## src/twq_pkg.sv

```systemverilog
package twq_pkg;

    localparam int MAX_THREADS = 32;
    localparam int MAX_RESULTS = 32;
    localparam int THR_W       = $clog2(MAX_THREADS);
    localparam int CNT_W       = $clog2(MAX_THREADS + 1);
    localparam int RES_W       = $clog2(MAX_RESULTS + 1);
    localparam int TID_W       = 5;
    localparam int TIME_W      = 64;
    localparam int PER_W       = 32;
    localparam int STAT_W      = 3;

    localparam logic       CMD_BLOCK  = 1'b0;
    localparam logic       CMD_EXPIRE = 1'b1;

    localparam logic [STAT_W-1:0] ST_QUEUED  = 3'd0;
    localparam logic [STAT_W-1:0] ST_FULL    = 3'd1;
    localparam logic [STAT_W-1:0] ST_WAITING = 3'd2;
    localparam logic [STAT_W-1:0] ST_WOKEN   = 3'd3;
    localparam logic [STAT_W-1:0] ST_NONE    = 3'd4;

    typedef struct packed {
        logic              valid;
        logic [TIME_W-1:0] wtime;
        logic [TID_W-1:0]  tid;
    } t_entry;

    typedef struct packed {
        logic insert;
        logic pop;
    } t_cell_ctl;

endpackage

```

## src/twq_cell.sv

```systemverilog
module twq_cell (
    input  logic               i_clk,
    input  logic               i_rst_n,
    input  twq_pkg::t_cell_ctl i_ctl,
    input  twq_pkg::t_entry    i_key,
    input  twq_pkg::t_entry    i_prev,
    input  logic               i_prev_lt,
    input  twq_pkg::t_entry    i_next,
    output twq_pkg::t_entry    o_entry,
    output logic               o_lt
);
    import twq_pkg::*;

    t_entry r_ent;
    t_entry n_ent;

    // own entry sorts ahead of the key being inserted
    assign o_lt = r_ent.valid &&
                  ((r_ent.wtime < i_key.wtime) ||
                   ((r_ent.wtime == i_key.wtime) && (r_ent.tid < i_key.tid)));

    always_comb begin
        n_ent = r_ent;
        if (i_ctl.pop) begin
            n_ent = i_next;
        end else if (i_ctl.insert) begin
            if (o_lt) begin
                n_ent = r_ent;
            end else if (i_prev_lt) begin
                n_ent = i_key;
            end else begin
                n_ent = i_prev;
            end
        end
    end

    always_ff @(posedge i_clk) begin
        if (!i_rst_n) begin
            r_ent.valid <= 1'b0;
        end else begin
            r_ent.valid <= n_ent.valid;
        end
        r_ent.wtime <= n_ent.wtime;
        r_ent.tid   <= n_ent.tid;
    end

    assign o_entry = r_ent;

endmodule

```

## config.mk

```make
export PLATFORM = sky130hd
export DESIGN_NAME = twq_cell
export DESIGN_NICKNAME = d
export VERILOG_FILES = /design/src/twq_pkg.sv /design/src/twq_cell.sv
export SDC_FILE = /design/constraint.sdc
export NUM_CORES = 1
export LEC_CHECK = 0
export BUFFER_PORTS_ARGS = -buffer_cell sky130_fd_sc_hd__buf_2
export CORE_ASPECT_RATIO = 0.7
export CORE_MARGIN = 2
export CORE_UTILIZATION = 46
export CTS_CLUSTER_SIZE = 8
export DETAILED_ROUTE_END_ITERATION = 16
export GPL_TIMING_DRIVEN = 0
export PLACE_DENSITY = 0.81
export SYNTH_ARGS = -nofsm -noshare
export SYNTH_HDL_FRONTEND = slang
export SYNTH_SLANG_ARGS = --single-unit
```

## constraint.sdc

```tcl
create_clock -name i_clk -period 4.21 [get_ports i_clk]
set_input_delay 0.2105 -clock i_clk [delete_from_list [all_inputs] [get_ports i_clk]]
set_output_delay 0.2105 -clock i_clk [all_outputs]
set_load 0.1 [all_outputs]
```

==> flow_summary_export.csv <==
group,metric,value,unit
grt,grt_pass1_vias,4976,
route,drc,0,
route,post_drt_wl_per_cell,15.8,µm
clock_network,cts-resized-gates,0,
timing,hold_viol,0,
synthesis,syn_area_per_cell,9.54,µm²
setup_path,worst-endpoint-required,4.15,ns
timing,max_slew_margin,39.4,%
clock_network,cts.path.max_buffers,2,
synthesis,netlist_instances,552,
clock_network,cts_made_buffers,9,
timing,fin_tns_setup,0,ns
setup_path,worst-path-buf-inv,0,
synthesis,ys_seq_area_share,39.7,%
final_layout,nFillCells,947,
floorplanning,die_y,93.5,µm
setup_path,cp_top_family,"simple AND/OR/NAND/NOR gates",
setup_path,cp.depth,8,
route,ant_nets,0,
place,post-place-cells,989,
setup_path,cp_max_fo,69,
final_layout,largest_reg_flops,70,
timing,setup_ws,0.605,ns
floorplanning,initial_core_util,47.5,%
final_layout,regArea,0.00209,mm²
synthesis,synth_warnings,0,
route,firstDrtPassIters,5,
final_layout,mostFrequentLayoutCell,"buf_2",
timing,finalCritPeriodShare,85.6,%
clock_network,cts_hold_buf,0,
place,pre_cts_slack,0.572,ns
pwr,p_total,0.00282,W
synthesis,synth-seq-cells,70,
setup_path,worst_path_max_delay_cell,"a211o_4",
grt,overflow,0,
final_layout,multi_input_area,0.00283,mm²
setup_path,cp_cell_sequence,"ha_1 -> nand3_2 -> nor4_2 -> nand4_1 -> nor4_2 -> a21oi_1 -> a21oi_1 -> a211o_4",
final_layout,fin_nets,1130,
timing,setup_viol_count_final,0,
grt,grt_start_max_net_pins,70,
timing,worst_pin_slew,0.909,ns
min_path,hold_depth,3,
route,avgViaCountPerCell,5.12,
setup_path,critPathMaxStageDelay,0.79,ns
floorplanning,die_w,132,µm
final_layout,final_cells,1003,
synthesis,syn_area,0.00527,mm²
route,vias,5140,
floorplanning,core.rowCount,32,
outcome,outcome,"finished, final reports clean",
final_layout,n_antenna_cell,0,
synthesis,synth_edf_count,69,
synthesis,synth_flop_cell,"edfxtp_1",
grt,antenna_found_initial,0,
floorplanning,die-area,0.0123,mm²
synthesis,async_flop_share,0,%
place,io_buffers,284,
final_layout,drive_above_1_share,35.5,%
clock_network,root_buffer,"clkbuf_16",
timing,skew,0.00403,ns
min_path,hold_class,"in2reg",
grt,grt_util_all_layers,25.4,%
place,dp_hpwl,13.2,mm
route,drt_iter0_markers,226,
setup_path,ff2ff_path_depth,8,
setup_path,endpoint_kind,"register",
clock_network,clkLatencyLatePin,0.32,ns
clock_network,cts_tree,"done",
final_layout,area_growth,35.9,%
timing,drv_slew,0,
synthesis,synth_cell_types,36,
final_layout,final_cell_mix,"286 x buf_2, 83 x nand2_1, 76 x o21ai_0, 70 x inv_1, 70 x mux2i_1",
run,cap_violations,0,
grt,grt_first_pass_wirelength,24.7,mm
pwr,p_leak,3.81,nW
setup_path,cp-start-kind,"register",
floorplanning,coreArea,0.0111,mm²
pwr,power_density,394,mW/mm²
clock_network,post_cts_buffers,0,
place,routabilityCongestion,0.894,
floorplanning,pin_count,286,
route,wirelength,15.9,mm
clock_network,cts.sink_count,70,
timing,period_needed,3.61,ns
setup_path,crit_type,"reg2reg",
timing,fmax,277,MHz
setup_path,critPathArrivalTime,3.55,ns
timing,hold_ws,0.158,ns
timing,rsz0062_at_grt,"no",
pwr,ir_drop,0.278,mV
synthesis,synth_fp_nets,835,
clock_network,htreeDepth,3,
clock_network,clk_pin_slew,0.05,ns
report_power, final:
group / switching (W) / total (W) / internal [W]
registers: 0.0000441 / 0.000919 / 0.000875
clock network: 0.000265 / 0.000713 / 0.000448
logic: 0.000905 / 0.00119 / 0.000282
total: 0.00121 / 0.00282 / 0.00160
worst paths after layout:
path | start | endpoint | slack [ns]
setup / recovery | o_entry[67]$_DFFE_PP_ | o_entry[51]$_DFFE_PP_ | 0.60
setup reg to reg | o_entry[67]$_DFFE_PP_ | o_entry[51]$_DFFE_PP_ | 0.60
hold / removal | i_rst_n | o_entry[69]$_SDFFE_PN0P_ | 0.16
hold reg to reg | o_entry[69]$_SDFFE_PN0P_ | o_entry[69]$_SDFFE_PN0P_ | 0.69
worst min-delay path, cell delays in order:
cell,delay (ns)
buf_2,0.10
o311ai_0,0.07
a21oi_1,0.05
area by class of cell:
| type | count | share of cell area, % |
|---|---|---|
| plain buffers | 23 | 1.24 |
| clock buffers | 11 | 3.25 |
| clock inverters | 3 | 0.524 |
| inverters | 70 | 3.67 |
| multi-input cells | 389 | 39.6 |
| flip-flops and latches | 70 | 29.2 |
| well taps | 153 | 2.67 |
| repair buffers | 284 | 19.9 |
metrics by stage:
step / utilization [%] / cell area [µm²]
2_1_floorplan: - / 5270
3_3_place_gp: 62.0 / 6880
3_5_place_dp: 62.1 / 6890
4_1_cts: 64.6 / 7160
5_1_grt: 64.6 / 7160
6_report: 64.6 / 7160
cell families after synthesis:
family,synth area share [%]
compound gates,13.5
fa+ha+maj,16.2
buf+inv,6.67
flops,39.7
mux,13.3
simple gates,10.7
cell usage after synthesis (all sizes together) (2+ instances only):
cell,n,area [µm²]
inv,70,263
o21ai,76,380
nor2,7,26.3
nand2,83,312
nor2b,3,18.8
a221oi,2,17.5
a21oi,29,145
edfxtp,69,2070
o311ai,2,17.5
buf,8,32.5
o211ai,2,20.0
nand4,11,68.8
a21boi,3,22.5
nand3,8,45.0
nor4,4,37.5
mux2i,70,701
a21o,7,52.6
nand2b,2,12.5
clkbuf,15,56.3
nor3,2,10.0
ha,68,851
metal layers:
metal / routed length [µm] / track usage [%]
met3: 1090 / 5.75
met4: 244 / 5.98
met2: 7370 / 42.7
met1: 7180 / 33.5
met5: 0 / 0
Power figures use the tool's default switching activity.
